<file path="config.mk">
export PLATFORM = sky130hd
export DESIGN_NAME = base32_stream_decoder_core_flat
export DESIGN_NICKNAME = d
export VERILOG_FILES = /design/src/bsd_pkg.sv /design/src/bsd_req_if.sv /design/src/bsd_rsp_if.sv /design/src/bsd_csr_if.sv /design/src/bsd_result_queue.sv /design/src/base32_stream_decoder_core.sv /design/src/flat_wrapper.sv
export SDC_FILE = /design/constraint.sdc
export NUM_CORES = 1
export LEC_CHECK = 0
export ABC_AREA = 1
export BUFFER_PORTS_ARGS = -buffer_cell sky130_fd_sc_hd__buf_2
export CAP_MARGIN = 20
export CORE_AREA = 2 2 94 73
export DETAILED_ROUTE_END_ITERATION = 16
export DIE_AREA = 0 0 96 75
export GPL_TIMING_DRIVEN = 0
export MAX_ROUTING_LAYER = met4
export PLACE_DENSITY = 0.85
export SLEW_MARGIN = 5
export SYNTH_ARGS = -nofsm -noshare
export SYNTH_HDL_FRONTEND = slang
export SYNTH_SLANG_ARGS = --single-unit
</file>
<file path="constraint.sdc">
create_clock -name clock -period 9.45 [get_ports clock]
set_clock_uncertainty 0.05 [all_clocks]
set_input_delay 1.89 -clock clock [delete_from_list [all_inputs] [get_ports clock]]
set_output_delay 1.89 -clock clock [all_outputs]
set_load 0.05 [all_outputs]
</file>
<file path="src/bsd_pkg.sv">
// ----------------------------------------------------------------------------
// bsd_pkg: shared types and constants of the base32 stream decoder
// Alphabets, status and register codes, queue entry type, symbol lookup.
// ----------------------------------------------------------------------------
package bsd_pkg;

   // Result kinds
   localparam logic KIND_DATA   = 1'b0;
   localparam logic KIND_STATUS = 1'b1;

   // End-of-string status codes
   typedef enum logic [1:0] {
      STATUS_OK          = 2'd0,
      STATUS_BAD_CHAR    = 2'd1,
      STATUS_BAD_PADDING = 2'd2,
      STATUS_NO_PADDING  = 2'd3
   } status_type;

   // Configuration register indexes
   localparam logic REG_ALPHABET  = 1'b0;
   localparam logic REG_FORGIVING = 1'b1;

   // Alphabet variant codes; the two lowest are padded variants
   localparam logic [1:0] VARIANT_STD  = 2'd0;
   localparam logic [1:0] VARIANT_HEX  = 2'd1;
   localparam logic [1:0] VARIANT_CROCK = 2'd2;
   localparam logic [1:0] VARIANT_ZB   = 2'd3;

   // Most '=' characters allowed in a padded tail
   localparam logic [3:0] MAX_PADS = 4'd7;
   localparam logic [3:0] PAD_SATURATE = 4'd8;

   // Special characters
   localparam logic [7:0] CHAR_PAD   = 8'h3D;
   localparam logic [7:0] CHAR_CR    = 8'h0D;
   localparam logic [7:0] CHAR_TAB   = 8'h09;
   localparam logic [7:0] CHAR_LF    = 8'h0A;
   localparam logic [7:0] CHAR_SPACE = 8'h20;

   // Alphabets: symbol 0 sits in the top byte
   localparam logic [255:0] ALPHA_STD   = "ABCDEFGHIJKLMNOPQRSTUVWXYZ234567";
   localparam logic [255:0] ALPHA_HEX   = "0123456789ABCDEFGHIJKLMNOPQRSTUV";
   localparam logic [255:0] ALPHA_CROCK = "0123456789ABCDEFGHJKMNPQRSTVWXYZ";
   localparam logic [255:0] ALPHA_ZB    = "ybndrfg8ejkmcpqxot1uwisza345h769";
   localparam logic [3:0][255:0] ALPHABETS = {ALPHA_ZB, ALPHA_CROCK, ALPHA_HEX, ALPHA_STD};

   // One queued item: an optional data byte followed by an optional status
   typedef struct packed {
      logic       has_byte;
      logic [7:0] data_byte;
      logic       has_status;
      status_type status;
   } entry_type;

   // Reverse lookup: {hit, 5-bit symbol value}
   function automatic logic [5:0] symbol_lookup(logic [1:0] variant, logic [7:0] c);
      logic       hit;
      logic [4:0] val;
      hit = 1'b0;
      val = 5'd0;
      for (int k = 0; k < 32; k++) begin
         if (ALPHABETS[variant][8*(31-k) +: 8] == c) begin
            hit = 1'b1;
            val = 5'(k);
         end
      end
      return {hit, val};
   endfunction

   function automatic logic is_space(logic [7:0] c);
      return (c == CHAR_CR) || (c == CHAR_TAB) || (c == CHAR_LF) || (c == CHAR_SPACE);
   endfunction

endpackage

</file>
<file path="src/bsd_req_if.sv">
// ----------------------------------------------------------------------------
// bsd_req_if: character input channel
// Valid/ready channel carrying one text character per transaction.
// ----------------------------------------------------------------------------
interface bsd_req_if;
   logic       valid;
   logic       ready;
   logic [7:0] char_byte;
   logic       has_char;
   logic       end_of_text;

   modport source (output valid, char_byte, has_char, end_of_text, input ready);
   modport sink   (input valid, char_byte, has_char, end_of_text, output ready);
endinterface

</file>
<file path="src/bsd_rsp_if.sv">
// ----------------------------------------------------------------------------
// bsd_rsp_if: result output channel
// Valid/ready channel carrying decoded bytes and end-of-string status.
// ----------------------------------------------------------------------------
interface bsd_rsp_if;
   logic       valid;
   logic       ready;
   logic       kind;
   logic [7:0] data_byte;
   logic [1:0] status;
   logic       last_result;

   modport source (output valid, kind, data_byte, status, last_result, input ready);
   modport sink   (input valid, kind, data_byte, status, last_result, output ready);
endinterface

</file>
<file path="src/bsd_csr_if.sv">
// ----------------------------------------------------------------------------
// bsd_csr_if: configuration write channel
// Valid/ready channel carrying a register index and write data.
// ----------------------------------------------------------------------------
interface bsd_csr_if;
   logic       valid;
   logic       ready;
   logic       index;
   logic [1:0] data;

   modport source (output valid, index, data, input ready);
   modport sink   (input valid, index, data, output ready);
endinterface

</file>
<file path="src/bsd_result_queue.sv">
// ----------------------------------------------------------------------------
// bsd_result_queue: two-entry result queue
// Holds per-item results and serializes byte and status onto the output.
// ----------------------------------------------------------------------------
module bsd_result_queue (
   input  logic               clock,
   input  logic               reset,
   input  logic               push,
   input  bsd_pkg::entry_type entry,
   output logic               has_space,
   bsd_rsp_if.source          rsp_chan
);
   import bsd_pkg::*;

   entry_type  slots_ff [2];
   logic       wr_ptr_ff, wr_ptr_in;
   logic       rd_ptr_ff, rd_ptr_in;
   logic [1:0] count_ff, count_in;
   logic       byte_sent_ff, byte_sent_in;

   entry_type head;
   logic      emit_byte;
   logic      pop;
   logic      take;

   // Present the head entry: byte first, then status
   always_comb begin
      rsp_chan.valid = (count_ff != 2'd0);
      head           = slots_ff[rd_ptr_ff];
      emit_byte      = head.has_byte && !byte_sent_ff;
      take           = rsp_chan.valid && rsp_chan.ready;
      pop            = take && !(emit_byte && head.has_status);

      rsp_chan.kind        = emit_byte ? KIND_DATA : KIND_STATUS;
      rsp_chan.data_byte   = emit_byte ? head.data_byte : 8'd0;
      rsp_chan.status      = emit_byte ? STATUS_OK : head.status;
      rsp_chan.last_result = !emit_byte;
      has_space            = (count_ff != 2'd2);

      wr_ptr_in    = push ? !wr_ptr_ff : wr_ptr_ff;
      rd_ptr_in    = pop ? !rd_ptr_ff : rd_ptr_ff;
      count_in     = count_ff + {1'b0, push} - {1'b0, pop};
      byte_sent_in = byte_sent_ff;
      if (pop) begin
         byte_sent_in = 1'b0;
      end else if (take) begin
         byte_sent_in = 1'b1;
      end
   end

   // Advance pointers and occupancy
   always_ff @(posedge clock) begin
      if (reset) begin
         wr_ptr_ff    <= 1'b0;
         rd_ptr_ff    <= 1'b0;
         count_ff     <= 2'd0;
         byte_sent_ff <= 1'b0;
      end else begin
         wr_ptr_ff    <= wr_ptr_in;
         rd_ptr_ff    <= rd_ptr_in;
         count_ff     <= count_in;
         byte_sent_ff <= byte_sent_in;
      end
   end

   // Store pushed entries
   always_ff @(posedge clock) begin
      if (push) begin
         slots_ff[wr_ptr_ff] <= entry;
      end
   end

endmodule

</file>
<file path="src/base32_stream_decoder_core.sv">
// ----------------------------------------------------------------------------
// base32_stream_decoder_core: streaming base32 decoder
// Decodes one character per transaction in one of four alphabets.
// ----------------------------------------------------------------------------
// One character is accepted every clock cycle while the two-entry result
// queue has room; the symbol lookup, carry shift and tail checks finish in
// the accept cycle and land in the queue. A character gives at most one data
// byte, and the end_of_text transaction adds a status result, so a transaction
// that yields both gives two results; the output sets the sustained rate, one
// result per cycle unless stalled. Configuration writes (index 0 alphabet
// variant, index 1 forgiving mode) are always accepted and apply from the next
// character on. Bytes of a string whose status is not ok must be discarded.
module base32_stream_decoder_core (
   input  logic      clock,
   input  logic      reset,
   bsd_req_if.sink   req_chan,
   bsd_rsp_if.source rsp_chan,
   bsd_csr_if.sink   csr_chan
);
   import bsd_pkg::*;

   logic [1:0]  variant_ff;
   logic        forgiving_ff;
   logic        in_tail_ff, in_tail_in;
   logic [11:0] carry_ff, carry_in;
   logic [2:0]  count_ff, count_in;
   logic [3:0]  pads_ff, pads_in;
   logic        bad_ff, bad_in;

   logic        queue_space;
   logic        accept;
   logic        push;
   entry_type   entry;
   logic [5:0]  lookup;
   logic [3:0]  count5;
   logic [2:0]  shift;
   logic [2:0]  pad_bits;
   logic        padded;

   assign req_chan.ready = queue_space;
   assign csr_chan.ready = 1'b1;
   assign accept         = req_chan.valid && req_chan.ready;
   assign padded         = !variant_ff[1];

   // Decode the character and build the result entry
   always_comb begin
      in_tail_in = in_tail_ff;
      carry_in   = carry_ff;
      count_in   = count_ff;
      pads_in    = pads_ff;
      bad_in     = bad_ff;
      lookup     = symbol_lookup(variant_ff, req_chan.char_byte);
      count5     = {1'b0, count_ff} + 4'd5;
      shift      = 3'(count5 - 4'd8);
      pad_bits   = 3'd0;
      entry      = '{has_byte: 1'b0, data_byte: 8'd0, has_status: 1'b0, status: STATUS_OK};

      if (req_chan.has_char) begin
         if (!in_tail_ff && lookup[5]) begin
            carry_in = {carry_ff[6:0], lookup[4:0]};
            if (count5 >= 4'd8) begin
               entry.has_byte  = 1'b1;
               entry.data_byte = 8'(carry_in >> shift);
               count_in        = shift;
            end else begin
               count_in = count5[2:0];
            end
         end else if (in_tail_ff || !is_space(req_chan.char_byte)) begin
            in_tail_in = 1'b1;
            if (req_chan.char_byte == CHAR_PAD) begin
               if (pads_ff < PAD_SATURATE) begin
                  pads_in = pads_ff + 4'd1;
               end
            end else if (!is_space(req_chan.char_byte)) begin
               bad_in = 1'b1;
            end
         end
      end

      // Close the string: compute status, then clear for the next string
      if (req_chan.end_of_text) begin
         pad_bits         = count_in + 3'(pads_in[2:0] * 3'd5);
         entry.has_status = 1'b1;
         if (in_tail_in) begin
            if (!padded || bad_in) begin
               entry.status = STATUS_BAD_CHAR;
            end else if (pads_in > MAX_PADS || pad_bits != 3'd0) begin
               entry.status = STATUS_BAD_PADDING;
            end
         end else if (count_in != 3'd0 && padded && !forgiving_ff) begin
            entry.status = STATUS_NO_PADDING;
         end
         in_tail_in = 1'b0;
         carry_in   = 12'd0;
         count_in   = 3'd0;
         pads_in    = 4'd0;
         bad_in     = 1'b0;
      end

      push = accept && (entry.has_byte || entry.has_status);
   end

   // Hold decoder state; advance on each accepted transaction
   always_ff @(posedge clock) begin
      if (reset) begin
         in_tail_ff <= 1'b0;
         carry_ff   <= 12'd0;
         count_ff   <= 3'd0;
         pads_ff    <= 4'd0;
         bad_ff     <= 1'b0;
      end else if (accept) begin
         in_tail_ff <= in_tail_in;
         carry_ff   <= carry_in;
         count_ff   <= count_in;
         pads_ff    <= pads_in;
         bad_ff     <= bad_in;
      end
   end

   // Configuration registers
   always_ff @(posedge clock) begin
      if (reset) begin
         variant_ff   <= VARIANT_STD;
         forgiving_ff <= 1'b0;
      end else if (csr_chan.valid && csr_chan.ready) begin
         case (csr_chan.index)
            REG_ALPHABET:  variant_ff   <= csr_chan.data;
            REG_FORGIVING: forgiving_ff <= csr_chan.data[0];
            default: begin
            end
         endcase
      end
   end

   bsd_result_queue u_queue (
      .clock     (clock),
      .reset     (reset),
      .push      (push),
      .entry     (entry),
      .has_space (queue_space),
      .rsp_chan  (rsp_chan)
   );

endmodule

</file>
<file path="src/flat_wrapper.sv">
// flat-port wrapper written by rule: the top's interface ports become plain ports
module base32_stream_decoder_core_flat import bsd_pkg::*;
  (clock, reset, req_chan_valid, req_chan_char_byte, req_chan_has_char, req_chan_end_of_text, req_chan_ready, rsp_chan_valid, rsp_chan_kind, rsp_chan_data_byte, rsp_chan_status, rsp_chan_last_result, rsp_chan_ready, csr_chan_valid, csr_chan_index, csr_chan_data, csr_chan_ready);
  bsd_req_if req_chan_i ();
  bsd_rsp_if rsp_chan_i ();
  bsd_csr_if csr_chan_i ();
  input  logic clock;
  input  logic reset;
  input wire logic [$bits(req_chan_i.valid)-1:0] req_chan_valid;
  input wire logic [$bits(req_chan_i.char_byte)-1:0] req_chan_char_byte;
  input wire logic [$bits(req_chan_i.has_char)-1:0] req_chan_has_char;
  input wire logic [$bits(req_chan_i.end_of_text)-1:0] req_chan_end_of_text;
  output wire logic [$bits(req_chan_i.ready)-1:0] req_chan_ready;
  output wire logic [$bits(rsp_chan_i.valid)-1:0] rsp_chan_valid;
  output wire logic [$bits(rsp_chan_i.kind)-1:0] rsp_chan_kind;
  output wire logic [$bits(rsp_chan_i.data_byte)-1:0] rsp_chan_data_byte;
  output wire logic [$bits(rsp_chan_i.status)-1:0] rsp_chan_status;
  output wire logic [$bits(rsp_chan_i.last_result)-1:0] rsp_chan_last_result;
  input wire logic [$bits(rsp_chan_i.ready)-1:0] rsp_chan_ready;
  input wire logic [$bits(csr_chan_i.valid)-1:0] csr_chan_valid;
  input wire logic [$bits(csr_chan_i.index)-1:0] csr_chan_index;
  input wire logic [$bits(csr_chan_i.data)-1:0] csr_chan_data;
  output wire logic [$bits(csr_chan_i.ready)-1:0] csr_chan_ready;
  assign req_chan_i.valid = req_chan_valid;
  assign req_chan_i.char_byte = req_chan_char_byte;
  assign req_chan_i.has_char = req_chan_has_char;
  assign req_chan_i.end_of_text = req_chan_end_of_text;
  assign req_chan_ready = req_chan_i.ready;
  assign rsp_chan_valid = rsp_chan_i.valid;
  assign rsp_chan_kind = rsp_chan_i.kind;
  assign rsp_chan_data_byte = rsp_chan_i.data_byte;
  assign rsp_chan_status = rsp_chan_i.status;
  assign rsp_chan_last_result = rsp_chan_i.last_result;
  assign rsp_chan_i.ready = rsp_chan_ready;
  assign csr_chan_i.valid = csr_chan_valid;
  assign csr_chan_i.index = csr_chan_index;
  assign csr_chan_i.data = csr_chan_data;
  assign csr_chan_ready = csr_chan_i.ready;
  base32_stream_decoder_core u_core (.clock(clock), .reset(reset), .req_chan(req_chan_i), .rsp_chan(rsp_chan_i), .csr_chan(csr_chan_i));
endmodule
</file>
==> qor.csv, run 1 <==
metric,value,unit
Die Wd,96,um
leakage,2.036,nW
critical path's most frequent cell,nand2_1,
Initial Util,64.48,%
die area,7200,um2
Slew headroom,54.04,%
Diodes inserted,0,
Area contributors post-synth,"edfxtp_1 (18%), nand2_1 (16%), dfxtp_1 (12%)",
Switching Fraction,43.34,%
Via density,5.740,
Avg WL per Cell,16.11,um
FILL cells,553,
Bufs and invs on worst path,5,
first-pass GRT wire length,17910,um
Netlist cell types,51,
Syn Nets,613,
hold-critical path depth,1,
Flop pwr share,35.1,%
Ys Warns,0,
TritonCTS Sinks,49,
endpoints failing setup,0,
CTS H-tree lvls,2,
Synth top cells by count,"nand2_1 (172), inv_1 (56), nor2_1 (55)",
initial antenna violation count,0,
Peak VDD IR,0.09647,mV
r2r endpoint,u_core.u_queue.count_ff[1],
CTS Hold Bufs,0,
largest stage delay on the critical path,440,ps
largest area contributor in the netlist,edfxtp_1,
"EDFF count, synth",24,
Yosys top cell area share,17.96,%
# rows,25,
TritonCTS Buffers,5,
placement-stage worst setup slack,3783,ps
status,"finished, final reports clean",
TNS Setup,0,ps
CTS Buffer Depth,2,
Final Wtd Congestion,1.030,
CP startpoint kind,input pin,
fin crit period,5191,ps
crit-path cells,buf_6 -> xor2_1 -> nand2_1 -> nor3_1 -> nand2_1 -> nand2_1 -> nor2_1 -> nand2_2 -> nor2_4 -> nand2_4 -> nand2_4 -> nor2_8 -> inv_2 -> nor2_2 -> inv_2 -> a21oi_1 -> inv_1 -> ha_1 -> inv_1 -> ha_1 -> xor2_1 -> o21ai_0 -> a21oi_1,
post-route ant nets,0,
Layout area overhead,9.071,%
chip height,75,um
Peak Freq,192.6,MHz
DRT Wirelength,11300,um
most frequent cell after synthesis,nand2_1,
mean area per synthesized cell,6.873,um2
HP Start,u_core.u_queue.rd_ptr_ff,
DRT iter0 DRCs,342,
main flop type after synthesis,dfxtp_1,
Power Total,0.0007164,W
largest delay contributor family on the critical path,simple AND/OR/NAND/NOR gates,
Final nets,648,
PwrDens,163.6,nW/um2
GRT Overall Usage,33.87,%
clk slew on worst S/H paths,90,ps
Ports,33,
vias post-DR,4024,
Clock power frac,22.3,%
#FFs+latches synth,49,
worst-margin pin slew,688.7,ps
Max-Cap Viols,0,
Comb pwr share,42.6,%
DR pass1 iterations,5,
DRC viols,0,
Setup CP Type,input pin to flip-flop,
ratio of cells with drive above 1 in the final layout,16.61,%
post-CTS setup buffers,0,
net switching power,0.0003105,W
Pint,0.0004059,W
type of the tightest min-delay check,flip-flop to flip-flop,
mapped cell area,4014,um2
post-route worst setup slack,4259,ps
Synth Instances,584,
reg2reg path depth,29,
"Seq/Total Area, Yosys",30.42,%
async set-reset flop share out of synthesis,0,%
CTS root buf,clkbuf_8,
worst-skew pair later-pin latency,310,ps
vias in the first global route,3649,
Reg-to-Reg Start,u_core.variant_ff[1],
RSZ-0062 raised after global routing,false,
Crit. End Element,flip-flop,
CTS tree,yes,
slowest cell on the critical path,xor2_1,
required time worst endpoint,9600,ps
core footprint,6225,um2
input/output buffers,27,
flop2flop setup slack,4800,ps
largest net degree at the start of global routing,16,
gr ovfl total,0,
HPWL after DPL,8637,um
part of the cycle the worst path needs,54.94,%
CP max FO,8,
Final Hold Vio Count,0,
critical path arrival,5350,ps
Post-CTS Resized,0,
Max Slew Vio Count,0,
-- routing by layer --
layer	track usage [%]	vias up	wire, um
met4	5.714	0	93
met3	10.21	13	1521
li1	-	1966	-
met5	-	-	0
met1	48.37	1837	5057
met2	47.99	208	4624
-- cell usage in the layout (no fill, tap or decap), drive strengths merged --
| cell | n |
|---|---|
| nand4 | 17 |
| xor2 | 12 |
| nand2 | 184 |
| xnor2 | 15 |
| nor4 | 3 |
| o21bai | 2 |
| edfxtp | 24 |
| or2 | 2 |
| o31ai | 2 |
| a221oi | 3 |
| ha | 11 |
| o21ai | 30 |
| inv | 72 |
| a31oi | 5 |
| a21oi | 44 |
| and2 | 1 |
| o311a | 1 |
| a211oi | 6 |
| o2111ai | 1 |
| bufinv | 1 |
| nor2 | 65 |
| mux2i | 1 |
| clkinv | 1 |
| clkinvlp | 1 |
| dfxtp | 25 |
| nand3b | 2 |
| nand3 | 16 |
| clkbuf | 18 |
| conb | 1 |
| a31o | 1 |
| o41ai | 2 |
| buf | 40 |
| nor3 | 11 |
-- worst max-delay path by stage --
stage	start	endpoint	slack [ps]	depth (start not counted)
after detailed placement	req_chan_char_byte[0]	u_core.u_queue.slots_ff[0][3]	3780	21
after floorplan	req_chan_char_byte[4]	u_core.u_queue.count_ff[1]	4790	25
after global routing	req_chan_char_byte[0]	u_core.u_queue.count_ff[1]	4130	26
after CTS	req_chan_char_byte[0]	u_core.u_queue.slots_ff[0][5]	4080	21
final	req_chan_char_byte[1]	u_core.u_queue.count_ff[1]	4260	23
after global placement	req_chan_char_byte[0]	u_core.u_queue.slots_ff[0][3]	3950	21
-- registers in the layout, summed over array words and instances, names as in the netlist, named ones only --
| register | flops |
|---|---|
| u_core.u_queue.rd_ptr_ff | 1 |
| u_core.count_ff | 3 |
| u_core.u_queue.wr_ptr_ff | 1 |
| u_core.variant_ff | 2 |
| u_core.u_queue.slots_ff | 24 |
| u_core.u_queue.count_ff | 2 |
| u_core.forgiving_ff | 1 |
| u_core.in_tail_ff | 1 |
| u_core.pads_ff | 4 |
| u_core.u_queue.byte_sent_ff | 1 |
| u_core.bad_ff | 1 |
| u_core.carry_ff | 7 |
-- power groups by stage --
stage	Clock [W]	Combinational (W)	Sequential (W)
2_1_floorplan	0	0.000234	0.000253
3_3_place_gp	0	0.000294	0.000255
3_5_place_dp	0	0.000298	0.000256
4_1_cts	0.000158	0.000300	0.000251
5_1_grt	0.000168	0.000331	0.000253
6_report	0.000160	0.000305	0.000251
-- metrics by stage --
stage / hold WS [ps] / cell area (um2) / utilization [%] / cells
after floorplan: 375.7 / 4014 / - / 584
final: 418.6 / 4378 / 70.33 / 701
after detailed placement: 400.2 / 4250 / 68.28 / 692
after CTS: 415.1 / 4370 / 70.21 / 700
after global placement: 389.6 / 4250 / 68.28 / 692
after global routing: 438.3 / 4378 / 70.33 / 701
-- final cells by class --
type,instances,area (um2),area share [%]
inverters,73,276.5,6.316
well taps,81,101.3,2.315
repair buffers,28,142.6,3.258
flip-flops and latches,49,1221,27.89
clock buffers,6,82.58,1.886
multi-input cells,438,2374,54.22
plain buffers,24,142.6,3.258
clock inverters,2,37.54,0.8574
-- cell families after synthesis --
group           after synthesis  share of synthesized area, %
mux                           1                        0.2494
buf+inv                      97                         10.44
xor+xnor                     27                         6.453
simple gates                301                         34.26
fa+ha+maj                    11                         3.429
flops                        49                         30.42
other cells                   1                       0.09343
compound gates               97                         14.65
(Power assumes the default switching activity.)
==> run 2: changes to the inputs <==
Settings changed: CORE_AREA 2 2 94 73 to 2 2 102 79, DIE_AREA 0 0 96 75 to 0 0 104 81, PLACE_DENSITY 0.85 to 0.76.
Clock period 9.45 ns to 4.76 ns, I/O delays scaled along.
==> run 2 against run 1 <==
Compared with the run above:
- count of clock-buffer cells in the layout decreased by 1
- sequential share of layout area is the same
- die area is 17% higher
- critical endpoint unchanged
- non-clock buffer count down 1
- hold slack worse by 0.60 ps
- sequential power up 98%
- critical path depth up 6
==> qor.csv, run 2 (synthesis gave the netlist of run 1 again) <==
metric,value,unit,change
status,"finished, final reports clean",,unchanged
"commonest non-fill, non-tap cell in the layout",nand2_1,,unchanged
Max-Cap Viols,0,,unchanged
first-pass GRT wire length,16920,um,was 17910 um
area of the multi-input gates,2376,um2,was 2374 um2
hold-critical path depth,1,,unchanged
"leading cell types in the layout, fill and taps excluded","nand2_1 (172), inv_1 (56), nor2_1 (54)",,"was nand2_1 (172), inv_1 (56), nor2_1 (55)"
die area,8424,um2,was 7200 um2
Peak VDD IR,0.2406,mV,was 0.09647 mV
RSZ-0062 raised after global routing,false,,unchanged
required time worst endpoint,4920,ps,was 9600 ps
Post-DP Area,4280,um2,was 4250 um2
clk slew on worst S/H paths,100,ps,was 90 ps
Peak Freq,229.1,MHz,
DRC viols,0,,unchanged
CTS tree,yes,,unchanged
critical path's most frequent cell,inv_2,,was nand2_1
largest stage delay on the critical path,360,ps,was 440 ps
Layout area overhead,9.071,%,unchanged
HPWL after DPL,8012,um,was 8637 um
CP max FO,8,,unchanged
Final Hold Vio Count,0,,unchanged
TritonCTS Buffers,5,,unchanged
type of the tightest min-delay check,flip-flop to flip-flop,,unchanged
TritonCTS Sinks,49,,unchanged
Largest regs,"u_core.u_queue.slots_ff (24), u_core.carry_ff (7), u_core.pads_ff (4)",,unchanged
Via density,5.434,,was 5.740
DRT iter0 DRCs,274,,was 342
Crit. End Element,flip-flop,,unchanged
Final Wtd Congestion,1.018,,was 1.030
PwrDens,308.4,nW/um2,was 163.6 nW/um2
Initial Util,53.04,%,was 64.48%
ratio of cells with drive above 1 in the final layout,16.64,%,was 16.61%
chip height,81,um,was 75 um
CTS root buf,clkbuf_8,,unchanged
largest net degree at the start of global routing,18,,was 16
gr ovfl total,0,,unchanged
reg2reg path depth,29,,unchanged
Ports,33,,unchanged
register area,1221,um2,unchanged
CP startpoint kind,flip-flop,,was input pin
Max Slew Vio Count,0,,unchanged
worst-skew pair later-pin latency,310,ps,about the same
Diodes inserted,0,,unchanged
DRT Wirelength,10270,um,was 11300 um
slowest cell on the critical path,dfxtp_1,,was xor2_1
CTS H-tree lvls,2,,unchanged
Bufs and invs on worst path,9,,was 5
Avg WL per Cell,14.19,um,was 16.11 um
CTS Buffer Depth,2,,unchanged
placement-stage worst setup slack,235.4,ps,was 3783 ps
Finished Cell Area,4378,um2,unchanged
vias post-DR,3934,,was 4024
largest delay contributor family on the critical path,simple AND/OR/NAND/NOR gates,,unchanged
Final nets,647,,was 648
post-route ant nets,0,,unchanged
initial antenna violation count,0,,unchanged
max FFs per register,24,,unchanged
endpoints failing setup,0,,unchanged
FILL cells,744,,was 553
Slew headroom,53.60,%,was 54.04%
critical path arrival,4520,ps,was 5350 ps
Die Wd,104,um,was 96 um
Power Total,0.001350,W,was 0.0007164 W
vias in the first global route,3557,,was 3649
# rows,28,,was 25
core footprint,7567,um2,was 6225 um2
TNS Setup,0,ps,unchanged
post-route worst setup slack,395.9,ps,was 4259 ps
worst-margin pin slew,695.2,ps,was 688.7 ps
Setup CP Type,flip-flop to flip-flop,,was input pin to flip-flop
final hold slack,418.0,ps,was 418.6 ps
fin crit period,4364,ps,
DR pass1 iterations,5,,unchanged
largest reg by FF count,u_core.u_queue.slots_ff,,unchanged
leakage,2.015,nW,was 2.036 nW
part of the cycle the worst path needs,91.68,%,
input/output buffers,27,,unchanged
Critical Path Stages,29,,was 23
GRT Overall Usage,25.64,%,was 33.87%
==> run 2: changes by cell type in the layout (fill, tap and decap cells not counted) <==
cell        before  now
buf_4            6    5
bufinv_16        1    0
clkbuf_8         6    5
clkinvlp_4       1    2
inv_8            0    1
nor2_1          55   54
nor2_2           5    6
==> run 2: per-stage QoR <==
stage	cells	util, %
finish	724	57.85
global route	724	57.85
CTS	724	57.82
detailed placement	716	56.56
global placement	716	56.56
floorplan	584	-
==> run 2: where the power goes <==
part	internal, W	total (W)	leakage, nW	switching, W
combinational	0.000155	0.000596	1.55	0.000440
clock	0.000107	0.000257	0.0423	0.000151
sequential	0.000478	0.000497	0.423	0.0000189
==> run 2: what timing repair did <==
| action | 4_1_cts | 5_1_grt |
|---|---|---|
| hold buffers | 0 | 0 |
| buffers inserted | 0 | 0 |
| setup endpoints to repair | 0 | 12 |
| resized for setup | 0 | 1 |
==> run 2: layout make-up <==
type | instances | share of cell area [%]
multi-input cells | 438 | 54.27
inverters | 73 | 6.316
well taps | 105 | 3.001
flip-flops and latches | 49 | 27.89
clock inverters | 3 | 0.6002
plain buffers | 24 | 3.258
repair buffers | 27 | 3.087
clock buffers | 5 | 1.572
==> run 2: worst paths after layout <==
check | startpoint | end | slack [ps]
worst max-delay path | u_core.variant_ff[1] | u_core.u_queue.count_ff[1] | 400
worst max register to register | u_core.variant_ff[1] | u_core.u_queue.count_ff[1] | 400
worst min-delay path | u_core.u_queue.rd_ptr_ff | flip-flop | 420
worst min register to register | u_core.u_queue.rd_ptr_ff | flip-flop | 420
==> run 2: routing by layer <==
metal	part of all wire (%)	up-vias	global-route usage [%]	wire (um)
met1	47	1813	34.57	4818
met5	0	-	-	0
met3	8.5	13	5.297	868
li1	-	1966	-	-
met2	43	142	39.61	4418
met4	1.6	0	6.757	165
==> run 2: worst reg2reg max path: cells and delay by family, from the launching register on <==
kind                       cells  cell delay, ps
and+or+nand+nor               13            1490
buffers and inverters          9            1040
adders and majority gates      3             770
AOI/OAI and AO/OA              3             390
DFF                            1             360
xor gates and xnor gates       1             150
==> run 3: changes to the inputs <==
Settings changed: CORE_AREA 2 2 102 79 to 2 2 113 87, DIE_AREA 0 0 104 81 to 0 0 115 89, PLACE_DENSITY 0.76 to not set.
==> run 3 against run 2 <==
Compared with the run above:
- maximum frequency decreased by 0.31%
- setup slack lost 13 ps
- sequential share of layout area is 0.44 points lower
- critical path depth is the same
- first-iteration DRC count grew 45%
- largest cell class unchanged
==> qor.csv, run 3 (synthesis gave the netlist of run 1 again) <==
metric,value,unit,change
status,"finished, final reports clean",,unchanged
register area,1221,um2,unchanged
Final Wtd Congestion,0.9788,,was 1.018
vias post-DR,3914,,was 3934
core footprint,9009,um2,was 7567 um2
Max Slew Vio Count,0,,unchanged
Crit. End Element,flip-flop,,unchanged
area of the multi-input gates,2379,um2,was 2376 um2
CTS Hold Bufs,0,,unchanged
CTS Buffer Depth,2,,unchanged
Comb pwr share,41.6,%,was 44.1%
Final Hold Vio Count,0,,unchanged
TNS Setup,0,ps,unchanged
Diodes inserted,0,,unchanged
fin crit period,4377,ps,was 4364 ps
"leading cell types in the layout, fill and taps excluded","nand2_1 (172), inv_1 (56), nor2_1 (55)",,"was nand2_1 (172), inv_1 (56), nor2_1 (54)"
HPWL after DPL,8665,um,was 8012 um
Ports,33,,unchanged
worst-skew pair later-pin latency,290,ps,was 310 ps
Via density,5.347,,was 5.434
die area,10240,um2,was 8424 um2
Critical Path Start,u_core.variant_ff[1],,unchanged
Max-Cap Viols,0,,unchanged
clk slew on worst S/H paths,70,ps,was 100 ps
TritonCTS Sinks,49,,unchanged
Largest regs,"u_core.u_queue.slots_ff (24), u_core.carry_ff (7), u_core.pads_ff (4)",,unchanged
chip height,89,um,was 81 um
Final nets,648,,was 647
Flop pwr share,34.3,%,was 36.8%
flop2flop setup slack,380,ps,was 400 ps
Switching Fraction,42.84,%,was 45.17%
Reg-to-Reg Start,u_core.variant_ff[1],,unchanged
input/output buffers,27,,unchanged
endpoints failing setup,0,,unchanged
slowest cell on the critical path,dfxtp_1,,unchanged
initial antenna violation count,0,,unchanged
DRT iter0 DRCs,396,,was 274
Setup CP Type,flip-flop to flip-flop,,unchanged
GRT Overall Usage,22.54,%,was 25.64%
CP max FO,8,,unchanged
leakage,2.051,nW,was 2.015 nW
ratio of cells with drive above 1 in the final layout,16.61,%,was 16.64%
max FFs per register,24,,unchanged
FILL cells,916,,was 744
largest stage delay on the critical path,360,ps,about the same
CTS tree,yes,,unchanged
Pint,0.0008290,W,was 0.0007403 W
critical path's most frequent cell,inv_2,,unchanged
CTS H-tree lvls,2,,unchanged
largest reg by FF count,u_core.u_queue.slots_ff,,unchanged
Peak Freq,228.4,MHz,was 229.1 MHz
reg2reg path depth,29,,unchanged
DR pass1 iterations,5,,unchanged
r2r endpoint,u_core.u_queue.count_ff[1],,unchanged
net switching power,0.0006215,W,was 0.0006098 W
largest net degree at the start of global routing,16,,was 18
Slew headroom,54.98,%,was 53.60%
first-pass GRT wire length,17270,um,was 16920 um
Finished Layout Cells,732,,was 724
RSZ-0062 raised after global routing,false,,unchanged
post-route ant nets,0,,unchanged
Post-CTS Resized,0,,unchanged
CTS root buf,clkbuf_16,,was clkbuf_8
Initial Util,44.56,%,was 53.04%
"commonest non-fill, non-tap cell in the layout",nand2_1,,unchanged
# rows,30,,was 28
critical path arrival,4520,ps,about the same
part of the cycle the worst path needs,91.96,%,was 91.68%
gr ovfl total,0,,unchanged
TritonCTS Buffers,5,,unchanged
CP endpoint,u_core.u_queue.count_ff[1],,unchanged
vias in the first global route,3400,,was 3557
Layout area overhead,10.82,%,was 9.071%
Peak VDD IR,0.1864,mV,was 0.2406 mV
CP startpoint kind,flip-flop,,unchanged
placed cells,723,,was 716
required time worst endpoint,4900,ps,was 4920 ps
Avg WL per Cell,14.98,um,was 14.19 um
worst-margin pin slew,674.6,ps,was 695.2 ps
Die Wd,115,um,was 104 um
type of the tightest min-delay check,flip-flop to flip-flop,,unchanged
PwrDens,326.1,nW/um2,was 308.4 nW/um2
DRT Wirelength,10970,um,was 10270 um
post-CTS setup buffers,0,,unchanged
Clock power frac,24.1,%,was 19.1%
fin util,49.38,%,was 57.85%
DRC viols,0,,unchanged
run 3: through the flow:
step           total power [W]  worst slack, ps  hold slack (ps)  area, um2
6_report              0.001450            382.5            400.8       4448
3_5_place_dp          0.001101            115.8            392.6       4289
5_1_grt               0.001533            15.15            439.4       4448
2_1_floorplan        0.0009663             1042            375.7       4014
3_3_place_gp          0.001099            151.0            391.7       4289
4_1_cts               0.001451            75.11            401.1       4432
run 3: final cells by class:
type                            instances  share of cell area [%]
Multi-Input combinational cell        438                   53.47
Inverter                               73                   6.217
Clock buffer                            5                   2.813
Sequential cell                        49                   27.45
Tap cell                              112                   3.150
Timing Repair Buffer                   28                   3.291
Buffer                                 24                   3.207
Clock inverter                          3                  0.3938
run 3: worst min path at each step:
| stage | start | endpoint | slack [ps] | cells after the start |
|---|---|---|---|---|
| finish | u_core.u_queue.rd_ptr_ff | flip-flop | 400 | 1 |
| global route | u_core.carry_ff[2] | u_core.carry_ff[2] | 440 | 2 |
| CTS | u_core.u_queue.rd_ptr_ff | flip-flop | 400 | 1 |
| detailed placement | u_core.u_queue.rd_ptr_ff | flip-flop | 390 | 1 |
| global placement | u_core.u_queue.rd_ptr_ff | flip-flop | 390 | 1 |
| floorplan | u_core.u_queue.rd_ptr_ff | flip-flop | 380 | 1 |
run 3: layer usage:
| metal | share of wire (%) | vias to the layer above | wire [um] | track usage, % |
|---|---|---|---|---|
| li1 | - | 1980 | - | - |
| met2 | 37 | 177 | 4066 | 29.14 |
| met4 | 0.86 | 0 | 94 | 3.943 |
| met5 | 0 | - | 0 | - |
| met3 | 9.6 | 13 | 1052 | 5.492 |
| met1 | 52 | 1744 | 5754 | 34.97 |
run 3: worst max-delay path, delay by kind of cell, from the launching register on:
kind                     cells  cell delay [ps]
AND/OR/NAND/NOR             13             1470
buffers and inverters        9             1060
adder cells (fa/ha/maj)      3              790
AO/OA/AOI/OAI                3              380
flip-flops                   1              360
XOR/XNOR                     1              150
run 3: power by group through the flow:
stage	clock, W	sequential [W]	combinational [W]
2_1_floorplan	0	0.000501	0.000465
3_3_place_gp	0	0.000506	0.000593
3_5_place_dp	0	0.000507	0.000594
4_1_cts	0.000357	0.000498	0.000597
5_1_grt	0.000376	0.000501	0.000656
6_report	0.000350	0.000497	0.000603
